--- config.mk ---
export PLATFORM = sky130hd
export DESIGN_NAME = dimmer_channel_frame_encoder
export DESIGN_NICKNAME = d
export VERILOG_FILES = /design/src/hw/rtl/dcfe_pkg.sv /design/src/hw/rtl/dcfe_front.sv /design/src/hw/rtl/dcfe_fifo.sv /design/src/hw/rtl/dcfe_back.sv /design/src/hw/rtl/dimmer_channel_frame_encoder.sv
export SDC_FILE = /design/constraint.sdc
export NUM_CORES = 1
export LEC_CHECK = 0
export BUFFER_PORTS_ARGS = -buffer_cell sky130_fd_sc_hd__buf_4
export CORE_MARGIN = 5
export CORE_UTILIZATION = 35
export DETAILED_ROUTE_END_ITERATION = 8
export MAX_ROUTING_LAYER = met4
export PLACE_DENSITY = 0.51
export SLEW_MARGIN = 20
export SYNTH_ARGS = -nofsm -noshare
export SYNTH_HDL_FRONTEND = slang
export SYNTH_SLANG_ARGS = --single-unit
export TNS_END_PERCENT = 10
--- constraint.sdc ---
create_clock -name clk -period 4 [get_ports clk]
set_input_delay 0.2 -clock clk [delete_from_list [all_inputs] [get_ports clk]]
set_output_delay 0.2 -clock clk [all_outputs]
set_load 0.02 [all_outputs]
--- src/hw/rtl/dcfe_pkg.sv ---
`default_nettype none
// ----------------------------------------------------------------------------
// dcfe_pkg
// shared types and byte codes of the dimmer channel frame encoder
// ----------------------------------------------------------------------------
package dcfe_pkg;

  localparam logic [7:0] PAD_BYTE   = 8'h7D;
  localparam logic [7:0] SYNC_BYTE  = 8'h7E;
  localparam logic [7:0] ESC_BYTE   = 8'h7F;
  localparam logic [7:0] ADDR_BASE  = 8'h80;
  localparam logic [7:0] ESC_OFFSET = 8'h4E;  // 0x7d..0x7f -> 0x2f..0x31
  localparam logic [6:0] PAD_THRESHOLD = 7'd100;
  localparam logic [6:0] COUNT_TOP     = 7'd127;
  localparam logic [9:0] INDEX_TOP     = 10'd1023;

  // bit positions in the pending-byte mask of the back end
  localparam int unsigned SlotPad  = 4;
  localparam int unsigned SlotSync = 3;
  localparam int unsigned SlotAddr = 2;
  localparam int unsigned SlotEsc  = 1;
  localparam int unsigned SlotData = 0;

  // one classified channel, as queued between front and back
  typedef struct packed {
    logic       pad;
    logic       hdr;
    logic [7:0] addr;
    logic       esc;
    logic [7:0] data;
  } desc_t;

endpackage

`default_nettype wire

--- src/hw/rtl/dcfe_front.sv ---
`default_nettype none
// ----------------------------------------------------------------------------
// dcfe_front
// accepts channel bytes, tracks index and byte count, builds descriptors
// ----------------------------------------------------------------------------
module dcfe_front
  import dcfe_pkg::*;
#(
  parameter int MAX_CHANNELS = 512
) (
  input  wire logic       clk,
  input  wire logic       rst_n,
  input  wire logic       cfg_we,
  input  wire logic [9:0] cfg_wdata,
  input  wire logic       in_valid,
  output logic            in_ready,
  input  wire logic [7:0] in_channel_value,
  input  wire logic       in_frame_start,
  input  wire logic       q_full,
  output logic            q_push,
  output desc_t           q_desc
);

  localparam logic [10:0] MaxLim = 11'(MAX_CHANNELS);

  logic [9:0]  limit_r;
  logic [9:0]  idx_r;
  logic [9:0]  idx_nxt;
  logic [6:0]  cnt_r;
  logic [6:0]  cnt_nxt;
  logic [9:0]  idx;
  logic [10:0] lim_eff;
  logic        active;
  logic        group;
  logic        pad;
  logic        esc;
  logic        accept;
  logic [6:0]  cnt_base;
  logic [7:0]  cnt_sum;

  assign in_ready = !q_full;
  assign accept   = in_valid && in_ready;

  assign idx     = in_frame_start ? 10'd0 : idx_r;
  assign lim_eff = ({1'b0, limit_r} < MaxLim) ? {1'b0, limit_r} : MaxLim;
  assign active  = {1'b0, idx} < lim_eff;
  assign group   = (idx[2:0] == 3'd0);
  assign pad     = group && (cnt_r >= PAD_THRESHOLD);
  assign esc     = (in_channel_value == PAD_BYTE) || (in_channel_value == SYNC_BYTE) ||
                   (in_channel_value == ESC_BYTE);

  // running count after this channel, saturating
  assign cnt_base = pad ? 7'd0 : cnt_r;
  assign cnt_sum  = {1'b0, cnt_base} + (group ? 8'd2 : 8'd0) + (esc ? 8'd2 : 8'd1);

  always_comb begin
    idx_nxt = (idx < INDEX_TOP) ? idx + 10'd1 : idx;
    cnt_nxt = (cnt_sum > {1'b0, COUNT_TOP}) ? COUNT_TOP : cnt_sum[6:0];
  end

  assign q_push      = accept && active;
  assign q_desc.pad  = pad;
  assign q_desc.hdr  = group;
  assign q_desc.addr = ADDR_BASE + {1'b0, idx[9:3]};
  assign q_desc.esc  = esc;
  assign q_desc.data = esc ? in_channel_value - ESC_OFFSET : in_channel_value;

  always_ff @(posedge clk) begin
    if (!rst_n) begin
      limit_r <= 10'd512;
      idx_r   <= 10'd0;
      cnt_r   <= 7'd0;
    end else begin
      if (cfg_we) begin
        limit_r <= cfg_wdata;
      end
      if (accept) begin
        idx_r <= idx_nxt;
        if (active) begin
          cnt_r <= cnt_nxt;
        end
      end
    end
  end

endmodule

`default_nettype wire

--- src/hw/rtl/dcfe_fifo.sv ---
`default_nettype none
// ----------------------------------------------------------------------------
// dcfe_fifo
// two-entry descriptor queue between front and back
// ----------------------------------------------------------------------------
module dcfe_fifo #(
  parameter int WIDTH = 19
) (
  input  wire logic             clk,
  input  wire logic             rst_n,
  input  wire logic             push,
  input  wire logic [WIDTH-1:0] wdata,
  output logic                  full,
  input  wire logic             pop,
  output logic [WIDTH-1:0]      rdata,
  output logic                  empty
);

  logic [WIDTH-1:0] mem_r [2];
  logic             wp_r;
  logic             rp_r;
  logic [1:0]       cnt_r;
  logic [1:0]       cnt_nxt;

  assign full  = (cnt_r == 2'd2);
  assign empty = (cnt_r == 2'd0);
  assign rdata = mem_r[rp_r];

  always_comb begin
    cnt_nxt = cnt_r;
    if (push && !pop) begin
      cnt_nxt = cnt_r + 2'd1;
    end else if (pop && !push) begin
      cnt_nxt = cnt_r - 2'd1;
    end
  end

  always_ff @(posedge clk) begin
    if (push) begin
      mem_r[wp_r] <= wdata;
    end
  end

  always_ff @(posedge clk) begin
    if (!rst_n) begin
      wp_r  <= 1'b0;
      rp_r  <= 1'b0;
      cnt_r <= 2'd0;
    end else begin
      if (push) begin
        wp_r <= !wp_r;
      end
      if (pop) begin
        rp_r <= !rp_r;
      end
      cnt_r <= cnt_nxt;
    end
  end

endmodule

`default_nettype wire

--- src/hw/rtl/dcfe_back.sv ---
`default_nettype none
// ----------------------------------------------------------------------------
// dcfe_back
// serializes one descriptor into line bytes, one byte per cycle while out_ready holds
// ----------------------------------------------------------------------------
module dcfe_back
  import dcfe_pkg::*;
(
  input  wire logic  clk,
  input  wire logic  rst_n,
  input  wire logic  q_empty,
  input  wire desc_t q_desc,
  output logic       q_pop,
  output logic       out_valid,
  input  wire logic  out_ready,
  output logic [7:0] out_out_byte,
  output logic       out_run_last
);

  desc_t       desc_r;
  logic [4:0]  mask_r;
  logic [4:0]  mask_nxt;
  logic [4:0]  sel;
  logic [4:0]  mask_left;
  logic [7:0]  byte_sel;
  logic        load_ok;
  logic        emit;
  logic        out_valid_r;
  logic [7:0]  out_byte_r;
  logic        out_last_r;

  assign load_ok = !out_valid_r || out_ready;
  assign emit    = load_ok && (mask_r != 5'd0);

  // highest pending slot goes first: pad, sync, address, escape, data
  always_comb begin
    sel      = 5'd0;
    byte_sel = desc_r.data;
    if (mask_r[SlotPad]) begin
      sel[SlotPad] = 1'b1;
      byte_sel     = PAD_BYTE;
    end else if (mask_r[SlotSync]) begin
      sel[SlotSync] = 1'b1;
      byte_sel      = SYNC_BYTE;
    end else if (mask_r[SlotAddr]) begin
      sel[SlotAddr] = 1'b1;
      byte_sel      = desc_r.addr;
    end else if (mask_r[SlotEsc]) begin
      sel[SlotEsc] = 1'b1;
      byte_sel     = ESC_BYTE;
    end else begin
      sel[SlotData] = 1'b1;
      byte_sel      = desc_r.data;
    end
  end

  assign mask_left = mask_r & ~sel;
  assign q_pop     = !q_empty && ((mask_r == 5'd0) || (emit && (mask_left == 5'd0)));

  always_comb begin
    mask_nxt = mask_r;
    if (q_pop) begin
      mask_nxt = {q_desc.pad, q_desc.hdr, q_desc.hdr, q_desc.esc, 1'b1};
    end else if (emit) begin
      mask_nxt = mask_left;
    end
  end

  always_ff @(posedge clk) begin
    if (q_pop) begin
      desc_r <= q_desc;
    end
    if (emit) begin
      out_byte_r <= byte_sel;
      out_last_r <= (mask_left == 5'd0);
    end
  end

  always_ff @(posedge clk) begin
    if (!rst_n) begin
      mask_r      <= 5'd0;
      out_valid_r <= 1'b0;
    end else begin
      mask_r <= mask_nxt;
      if (emit) begin
        out_valid_r <= 1'b1;
      end else if (out_ready) begin
        out_valid_r <= 1'b0;
      end
    end
  end

  assign out_valid    = out_valid_r;
  assign out_out_byte = out_byte_r;
  assign out_run_last = out_last_r;

endmodule

`default_nettype wire

--- src/hw/rtl/dimmer_channel_frame_encoder.sv ---
`default_nettype none
// ----------------------------------------------------------------------------
// dimmer_channel_frame_encoder
// turns dimmer channel bytes into the byte stream of a serial dimmer protocol
// ----------------------------------------------------------------------------
//
//  channel   direction  handshake              payload
//  in_*      input      in_valid / in_ready    in_channel_value[7:0], in_frame_start
//  out_*     output     out_valid / out_ready  out_out_byte[7:0], out_run_last
//  cfg_*     input      cfg_we (no wait)       cfg_wdata[9:0] = channel_limit
//
//  each channel gives one to five line bytes, one byte per cycle from the
//  back-end serializer while out_ready holds, so the output byte port sets
//  the sustained input rate
//  dropped channels (at or beyond the limit) are accepted but never queued
//  reset is synchronous, active low; no clearing pass is needed
//  a two-entry descriptor queue lets the front keep accepting while the
//  serializer or the output register is stalled
//
module dimmer_channel_frame_encoder
  import dcfe_pkg::*;
#(
  parameter int MAX_CHANNELS = 512
) (
  input  wire logic       clk,
  input  wire logic       rst_n,
  // configuration
  input  wire logic       cfg_we,
  input  wire logic [9:0] cfg_wdata,
  // channel input
  input  wire logic       in_valid,
  output logic            in_ready,
  input  wire logic [7:0] in_channel_value,
  input  wire logic       in_frame_start,
  // line bytes
  output logic            out_valid,
  input  wire logic       out_ready,
  output logic [7:0]      out_out_byte,
  output logic            out_run_last
);

  // descriptors flowing front -> queue -> back
  desc_t push_desc;
  desc_t head_desc;
  logic  q_push;
  logic  q_pop;
  logic  q_full;
  logic  q_empty;

  // front: index tracking, limit check, pad decision, escape classification
  dcfe_front #(
    .MAX_CHANNELS(MAX_CHANNELS)
  ) u_front (
    .clk              (clk),
    .rst_n            (rst_n),
    .cfg_we           (cfg_we),
    .cfg_wdata        (cfg_wdata),
    .in_valid         (in_valid),
    .in_ready         (in_ready),
    .in_channel_value (in_channel_value),
    .in_frame_start   (in_frame_start),
    .q_full           (q_full),
    .q_push           (q_push),
    .q_desc           (push_desc)
  );

  // decoupling queue
  dcfe_fifo #(
    .WIDTH($bits(desc_t))
  ) u_fifo (
    .clk   (clk),
    .rst_n (rst_n),
    .push  (q_push),
    .wdata (push_desc),
    .full  (q_full),
    .pop   (q_pop),
    .rdata (head_desc),
    .empty (q_empty)
  );

  // back: byte serializer with registered output
  dcfe_back u_back (
    .clk          (clk),
    .rst_n        (rst_n),
    .q_empty      (q_empty),
    .q_desc       (head_desc),
    .q_pop        (q_pop),
    .out_valid    (out_valid),
    .out_ready    (out_ready),
    .out_out_byte (out_out_byte),
    .out_run_last (out_run_last)
  );

endmodule

`default_nettype wire

; ---- Yosys cells after proc, flatten, opt, wreduce, memory -nomap -nowiden
; Memories as Yosys holds them, arrays and structs flattened. A register that Yosys moved wholly into a read port is not among the register bits.
; Index checks and enable logic that the tools add are counted.
[totals]
register_bits = 62
mem_bits_rw = 38
inputBits = 24
memories = 1
[op_classes]
n_addsub = 7
order_cmp = 5
n_eq_ne = 4
muxes = 29
n_bitwise = 2
reduce_logical = 29
[mem_list]
columns = name, words, width, rd, rd_clocked_by_memory_dff, write_ports, line
row1 = u_fifo.mem_r, 2, 19, 1, 1, 1, dcfe_fifo.sv:19  ; logic [WIDTH-1:0] mem_r [2];
[ops]
columns = operator, count
row1 = 10-bit two-way mux, 3
row2 = 8-bit by 7-bit == test with 1-bit output (second input constant), 3
row3 = 8-bit two-way mux, 3
row4 = 10-bit < comparator (second input constant), 2
row5 = 7-bit two-way mux, 2
row6 = 2-bit two-way mux, 6
row7 = 10-bit by 11-bit < comparator with 1-bit output, 1
row8 = 1-bit two-way mux, 11
row9 = 10-bit by 1-bit adder with 10-bit output (second input constant), 1
row10 = 5-bit zero test, 2
row11 = 5-bit two-way mux, 2
row12 = 7-bit by 8-bit adder with 8-bit output, 1
row13 = 8-bit by 7-bit adder with 8-bit output (first input constant), 1
row14 = 8-bit adder, 1
row15 = 8-bit by 7-bit > comparator with 1-bit output (second input constant), 1
row16 = 1-bit logical AND, 8
row17 = 8-bit by 7-bit subtractor with 8-bit output (second input constant), 1
row18 = 7-bit >= comparator (second input constant), 1
row19 = 1-bit zero test, 7
row20 = 2-bit nonzero test, 3
row21 = 5-bit bitwise AND, 1
row22 = 5-bit inverter, 1
row23 = 5-bit nonzero test, 1
row24 = 1-bit logical OR, 4
row25 = other kinds (9), 9

; ---- Longest topological paths before layout
; Gate-level depths: netlist (run 1).
[logic_depth]
ltp_word = 13
depth_mapped = 15
depth_no_buf = 14

; ---- By module
; A second synthesis (run 1) with hierarchy kept.
[unflattened]
cells_unflattened = 399
area_unflattened_um2 = 4660.7
[modules_own_cells]
columns = module, instances, cells_per_inst, area_each_um2, seq_area_each_um2
row1 = dcfe_front, 1, 226, 1820.5, 540.5
row2 = dcfe_fifo, 1, 81, 1590.3, 1241.2
row3 = dcfe_back, 1, 92, 1249.9, 870.8

; ---- Worst setup path after synthesis (run 1)
; Ideal clock, no wire load.
[synth_timing]
path_type = input port to flip-flop
start = input in_frame_start
end = register u_front.cnt_r[4]
setup_time_ns = 0.071
t_arrival_ns = 3.304
required_time_ns = 3.929
slack_ns = 0.626
path_stages = 15
path_buffers = 1
cell_sequence = clkbuf_1 nand2b_1 ha_1 inv_1 nor4_2 nor2b_1 fa_1 ha_1 inv_1 fa_1 nand3b_1 a211o_1 o31ai_1 nand3_1 a21oi_1
[synth_rtl]
columns = item, line
row1 = "start, declared", dimmer_channel_frame_encoder.sv:34  ; input wire logic in_frame_start,
row2 = "end signal, assigned", dcfe_front.sv:80  ; cnt_r <= cnt_nxt;
row3 = "end, declared", dcfe_front.sv:29  ; logic [6:0] cnt_r;

==> impl_metrics.csv, run 1 <==
group,metric,value,unit
outcome,status,"complete, no violations",
clock_tree,tritoncts,"done",
logic_synthesis,synth_edf_count,60,
logic_synthesis,async_reset_ff_share,0,%
clock_tree,cts_root_buf,"clkbuf_16",
grt,grt_overflow,0,
die,fp.dieArea,15250,um^2
grt,antenna_found_initial,0,
logic_synthesis,synth_cells,394,
cells_and_area,layout.nets,466,
worst_hold_path,holdPathStages,1,
clock_tree,hold_buffers,0,
timing,finalSetupViolations,0,
die,start_util,35.73,%
timing,fin_crit_sh,90.59,%
critical_path,crit_type,"reg -> reg",
die,fp-row-count,41,
clock_tree,numCtsBuffers,9,
timing,fmax,0.2760,GHz
logic_synthesis,seq_area_frac_synth,56.83,%
worst_hold_path,worstHoldPathType,"in -> reg",
critical_path,start_kind,"register",
clock_tree,cts_buffer_depth,2,
route,routed_wl,9151,um
timing,hold_viol,0,
logic_synthesis,syn-num-nets,436,
route,avgRoutedWirePerCell,15.23,um
clock_tree,cts_resized,0,
timing,rsz0062_at_grt,"false",
route,drc_errors,0,
grt,grt_max_degree,33,
cells_and_area,stdcell_area,5249,um^2
logic_synthesis,synth_top_family_by_area,"simple AND/OR/NAND/NOR gates",
placed_design,dp_hpwl,6621,um
route,via_per_inst,5.015,
critical_path,cp-end-kind,"register",
critical_path,cp_max_fo,7,
placed_design,gp_congestion,0.8481,
cells_and_area,drive_above_1_share,19.11,%
die,io-pin-count,35,
timing,slew_viol_final,0,
logic_synthesis,synth_top_area_cell,"edfxtp_1",
route,antenna_left,0,
grt,grt_pass1_wl,14970,um
logic_synthesis,ys_ff_latch,98,
route,drt_iter0_drc,141,
clock_tree,post_cts_buffers,0,
route,first_pass_iters,4,
logic_synthesis,yosysWarnings,0,
logic_synthesis,synth-compound-area-share,11.43,%
timing,min_period,3.624,ns
clock_tree,path_clk_slew,0.07,ns
cells_and_area,final_common_cell,"edfxtp_1",
die,core,12620,um^2
clock_tree,clock-sinks,98,
power_and_ir_drop,p_leak,1.996,nW
clock_tree,htree_num_levels,3,
logic_synthesis,ys_top_cells_by_area,"edfxtp_1 40%, dfxtp_1 17%, ha_1 4.4%",
logic_synthesis,synthFlopType,"edfxtp_1",
power_and_ir_drop,vdd_drop_max,0.2359,mV
grt,grt_pass1_vias,2983,
logic_synthesis,syn_area,4509,um^2
clock_tree,worst_skew_pair.late_latency,0.34,ns
timing,setup_tns,0,ns
timing,tightestPinTransition,1.061,ns
logic_synthesis,yosys.area_share.simple,14.84,%
run,maxCapViolCount,0,
die,die_y,123.5,um
logic_synthesis,synth_fa_ha_area_share,5.549,%
timing,worst_clock_skew,0.005374,ns
route,num_vias,3014,
die,die_w,123.5,um
timing,max-slew-margin-rel,28.80,%
critical_path,cp.arrival,3.87,ns
cells_and_area,n_antenna_cell,0,
placed_design,port_buffers,34,
logic_synthesis,yosys.cell_types.count,62,
power_and_ir_drop,p_per_area,642.7,nW/um^2
logic_synthesis,avgSynthCellArea,11.44,um^2
critical_path,crit_required,4.25,ns
grt,grtUsageTotal,13.12,%
critical_path,reg2reg_depth,14,
cells_and_area,final_cell_mix,"60 x edfxtp_1, 38 x dfxtp_1, 36 x buf_4",
logic_synthesis,synthMuxAreaShare,6.410,%
logic_synthesis,yosys.area_share.xor_xnor,1.748,%
placed_design,place_area,4930,um^2
cells_and_area,syn_to_final_growth,16.40,%
logic_synthesis,yosysTopAreaCellShare,39.96,%
## synthesized netlist by cell type, drive strengths merged, types with 6 or more instances
cell type,n
or3,6
inv,21
edfxtp,60
o22ai,9
o21ai,9
xor2,8
dfxtp,38
mux2,15
nor2,31
nand2b,6
nor2b,8
a21oi,21
clkbuf,15
mux2i,12
nor3,13
nand2,33
ha,16
## path summary, 6_finish.rpt
path,start,endpoint,slack [ns]
hold / removal,in_channel_value[5],u_fifo.mem_r[1][5]$_DFFE_PP_,0.06
hold reg to reg,u_fifo.wp_r$_SDFFE_PN0P_,u_fifo.wp_r$_SDFFE_PN0P_,0.48
setup / recovery,u_front.idx_r[0]$_SDFFE_PN0P_,u_front.cnt_r[4]$_SDFFE_PN0P_,0.38
setup reg to reg,u_front.idx_r[0]$_SDFFE_PN0P_,u_front.cnt_r[4]$_SDFFE_PN0P_,0.38
## metal layers
layer  vias to the layer above  wire length (um)  global-route usage (%)
li1                       1502                 -                       -
met1                      1451              4207                   16.62
met2                        46              4504                   20.73
met3                        15               291                   2.790
met4                         0               148                   4.913
met5                         -                 0                       -
## sequential cells by signal, indices dropped and copies added (netlist names), named ones only
signal	cells
u_fifo.wp_r	1
u_back.out_out_byte	8
u_front.limit_r	10
u_back.out_run_last	1
u_fifo.rp_r	1
u_fifo.cnt_r	2
u_front.idx_r	10
u_back.desc_r	15
u_back.out_valid	1
u_back.mask_r	5
u_front.cnt_r	7
u_fifo.mem_r	36
## critical path: stages (launching register included)
cell	delay, ns
dfxtp_1	0.34
nand2b_2	0.10
ha_1	0.22
inv_1	0.11
nor4_2	0.52
nor2b_1	0.13
fa_1	0.54
ha_1	0.17
inv_1	0.05
fa_1	0.46
nand3b_1	0.22
a211o_1	0.33
o31ai_1	0.08
nand3_1	0.10
a21oi_1	0.16
## final cells by class
cell class / count / area (um^2)
clock buffer: 10 / 229.0
clock inverter: 6 / 90.09
fill: 1246 / 7371
inverter: 21 / 78.83
multi-input combinational: 258 / 1803
sequential: 98 / 2562
tap: 172 / 215.2
timing repair buffer: 36 / 270.3
## through the flow
stage          utilization [%]  power [mW]  hold WS (ns)  worst slack, ns  cells
5_1_grt                  41.59       3.574       0.04743           0.1796    601
4_1_cts                  41.59       3.422       0.04223           0.3841    601
3_5_place_dp             39.06       2.494        0.4023           0.2691    585
2_1_floorplan                -       2.197        0.2989           0.6255    394
3_3_place_gp             39.06       2.483        0.3967           0.4356    585
6_report                 41.59       3.373       0.05715           0.3763    601
## power breakdown
| part | total (mW) | switching (mW) | internal [mW] | leakage (nW) |
|---|---|---|---|---|
| clock network | 0.922 | 0.371 | 0.550 | 0.153 |
| logic | 0.893 | 0.526 | 0.368 | 0.952 |
| registers | 1.56 | 0.146 | 1.41 | 0.891 |
| total | 3.37 | 1.04 | 2.33 | 2.00 |
## cells by family after synthesis
logic type	count (synthesis)
and+or+nand+nor	129
DFF	98
AOI/OAI and AO/OA	74
buffers and inverters	38
muxes	27
adders and majority gates	19
xor gates and xnor gates	9
Note: power is estimated with default switching activity, not from simulation.
==> run 2: changes to the inputs <==
--- a/config.mk
+++ b/config.mk
@@ -16,2 +16,3 @@
 export SYNTH_HDL_FRONTEND = slang
+export SYNTH_HIERARCHICAL = 1
 export SYNTH_SLANG_ARGS = --single-unit
==> constraint.sdc (replaced) <==
create_clock -name clk -period 4 [get_ports clk]
set_input_delay 0 -clock clk [delete_from_list [all_inputs] [get_ports clk]]
set_output_delay 0 -clock clk [all_outputs]
set_load 0.02 [all_outputs]
==> impl_metrics.csv, run 2 <==
group,metric,value,unit
clock_tree,cts_root_buf,"clkbuf_16",
timing,setup_slack,0.6161,ns
cells_and_area,nFillCells,1270,
cells_and_area,final_util,41.84,%
grt,grtUsageTotal,12.54,%
power_and_ir_drop,p_per_area,594.6,nW/um^2
worst_hold_path,hp-start,"in_channel_value[1]",
die,core,13140,um^2
grt,grt_max_degree,25,
power_and_ir_drop,vdd_drop_max,0.1851,mV
timing,tightestPinTransition,0.9103,ns
timing,fin_crit_sh,84.60,%
timing,worst_clock_skew,0.007516,ns
grt,grt_pass1_wl,15210,um
grt,grt_overflow,0,
logic_synthesis,syn_area,4661,um^2
clock_tree,clock-sinks,101,
critical_path,worstPathCellList,"nand2b_4, ha_1, nand4_1, o21ai_0, fa_1, inv_1, ha_1, inv_1, fa_1, nor2_1, nand4_1, o311ai_0, o21ai_1, a21oi_1",
critical_path,worst_path_max_delay_cell,"fa_1",
clock_tree,worst_skew_pair.late_latency,0.35,ns
route,drc_errors,0,
route,antenna_left,0,
run,maxCapViolCount,0,
critical_path,cp_max_fo,6,
logic_synthesis,yosysTopAreaCellShare,40.59,%
clock_tree,tritoncts,"done",
logic_synthesis,synth_cells,399,
critical_path,r2r_end,"u_front/cnt_r[4]$_SDFFE_PN0P_",
grt,grt_pass1_vias,3016,
cells_and_area,layout.nets,489,
logic_synthesis,yosys.cell_types.count,65,
route,num_vias,3094,
critical_path,reg2reg_depth,14,
cells_and_area,drive_above_1_share,18.81,%
critical_path,crit_type,"reg -> reg",
logic_synthesis,synth_top_area_cell,"edfxtp_1",
critical_path,start_kind,"register",
placed_design,place_ws,0.6730,ns
worst_hold_path,holdPathEnd,"u_fifo/mem_r[0][1]$_DFFE_PP_",
critical_path,ff2ff_setup_slack,0.62,ns
logic_synthesis,synth_edf_count,63,
critical_path,critPathBufInv,2,
placed_design,gp_congestion,0.8858,
logic_synthesis,async_reset_ff_share,0,%
die,die_y,125.4,um
route,routed_wl,9264,um
die,fp.dieArea,15720,um^2
route,via_per_inst,4.927,
power_and_ir_drop,p_leak,2.049,nW
cells_and_area,largest_register_ffs,38,
logic_synthesis,syn-num-nets,441,
cells_and_area,syn_to_final_growth,17.93,%
outcome,status,"complete, no violations",
critical_path,crit_required,4.28,ns
placed_design,port_buffers,34,
die,io-pin-count,35,
timing,finalSetupViolations,0,
timing,slew_viol_final,0,
logic_synthesis,avgSynthCellArea,11.68,um^2
cells_and_area,final_cell_mix,"63 x edfxtp_1, 40 x buf_4, 39 x nand2_1",
logic_synthesis,yosysWarnings,6,
clock_tree,htree_num_levels,3,
cells_and_area,final_common_cell,"edfxtp_1",
logic_synthesis,synth_common_cells,"63 x edfxtp_1, 39 x nand2_1, 38 x dfxtp_1, 31 x nor2_1",
logic_synthesis,synthFlopType,"edfxtp_1",
logic_synthesis,synth.most_common_cell,"edfxtp_1",
logic_synthesis,ys_ff_latch,101,
route,drt_iter0_drc,179,
timing,rsz0062_at_grt,"false",
clock_tree,path_clk_slew,0.07,ns
timing,hold_viol,0,
worst_hold_path,worstHoldPathType,"in -> reg",
die,start_util,35.48,%
timing,max-slew-margin-rel,39.23,%
critical_path,cp-end-kind,"register",
logic_synthesis,seq_area_frac_synth,56.91,%
critical_path,worstReg2RegStart,"u_front/idx_r[0]$_SDFFE_PN0P_",
grt,antenna_found_initial,0,
timing,min_period,3.384,ns
clock_tree,numCtsBuffers,9,
route,first_pass_iters,4,
critical_path,cp_top_family,"adder cells",
critical_path,cp.arrival,3.66,ns
critical_path,slowest_delay,0.46,ns
timing,fmax,0.2955,GHz
route,avgRoutedWirePerCell,14.75,um
worst_hold_path,holdPathStages,2,
die,die_w,125.4,um
cells_and_area,top_register,"u_fifo/mem_r",
clock_tree,cts_buffer_depth,2,
cells_and_area,n_antenna_cell,0,
cells_and_area,top_regs,"u_fifo/mem_r (38), u_back/desc_r (16)",
placed_design,dp_hpwl,6490,um
die,fp-row-count,42,
logic_synthesis,ys_top_cells_by_area,"edfxtp_1 41%, dfxtp_1 16%, mux2_2 4.6%",
timing,setup_tns,0,ns
run 2: cell count changes after synthesis, moves of 4 or more:
cell      before  now
o21ai_1        0    4
nor3_1        13    6
buf_4          0    5
and2_1         1    5
buf_6          0    5
or3_1          5    1
a311oi_1       0    4
xor2_1         8    4
clkbuf_1      15    4
a21oi_1       20   16
nor2b_1        8   12
nand2_1       32   39
mux2_2        15   19
run 2: worst max-delay path by stage:
stage,start,endpoint,cells after the start
after CTS,u_front/idx_r[0]$_SDFFE_PN0P_,u_front/cnt_r[4]$_SDFFE_PN0P_,14
after detailed placement,u_front/idx_r[0]$_SDFFE_PN0P_,u_front/cnt_r[4]$_SDFFE_PN0P_,14
after global routing,u_front/idx_r[0]$_SDFFE_PN0P_,u_front/cnt_r[4]$_SDFFE_PN0P_,14
after floorplan,u_front/limit_r[9]$_SDFFE_PN1P_,u_fifo/mem_r[0][0]$_DFFE_PP_,11
after global placement,u_front/idx_r[0]$_SDFFE_PN0P_,u_front/cnt_r[4]$_SDFFE_PN0P_,14
final,u_front/idx_r[0]$_SDFFE_PN0P_,u_front/cnt_r[4]$_SDFFE_PN0P_,14
run 2: kinds of logic (layout without fill, tap and decap cells):
logic type	count (synthesis)	in the layout	synth area share [%]
simple gates	121	121	12.70
flops	101	101	56.91
compound gates	76	76	11.57
buf+inv	44	97	5.100
mux	29	29	6.738
fa+ha+maj	19	19	5.396
xor+xnor	8	8	1.503
other cells	1	1	0.08046
run 2: layer usage:
metal	track usage [%]	vias up	wire length, um
met5	-	-	0
met4	3.253	0	93
li1	-	1543	-
met1	14.72	1473	4103
met2	20.66	66	4611
met3	4.392	12	455
run 2: cell type report:
cell class	count	area, um^2	area share, %
Clock buffer	9	225.2	4.097
Clock inverter	7	55.05	1.002
Inverter	22	82.58	1.502
Sequential cell	101	2653	48.26
Multi-Input combinational cell	254	1770	32.21
Tap cell	176	220.2	4.006
Timing Repair Buffer	59	490.5	8.923
run 2: through the flow:
| stage | power [mW] | instances | hold WS [ns] | cell area [um^2] |
|---|---|---|---|---|
| 6_report | 3.268 | 628 | 0.02324 | 5497 |
| 5_1_grt | 3.478 | 628 | 0.01220 | 5497 |
| 4_1_cts | 3.314 | 628 | 0.01623 | 5497 |
| 3_5_place_dp | 2.453 | 593 | 0.1959 | 5026 |
| 3_3_place_gp | 2.449 | 593 | 0.1966 | 5026 |
| 2_1_floorplan | 2.203 | 399 | 0.09864 | 4661 |
run 2: power by group:
group	internal (mW)	total [mW]	switching (mW)
sequential	1.42	1.57	0.145
clock	0.430	0.835	0.405
combinational	0.375	0.868	0.493
total	2.23	3.27	1.04
run 2: timing repair:
item,in CTS,in global routing
hold buffers,19,0
hold endpoints to repair,23,0
setup buffers,0,0
gates resized for setup,0,0
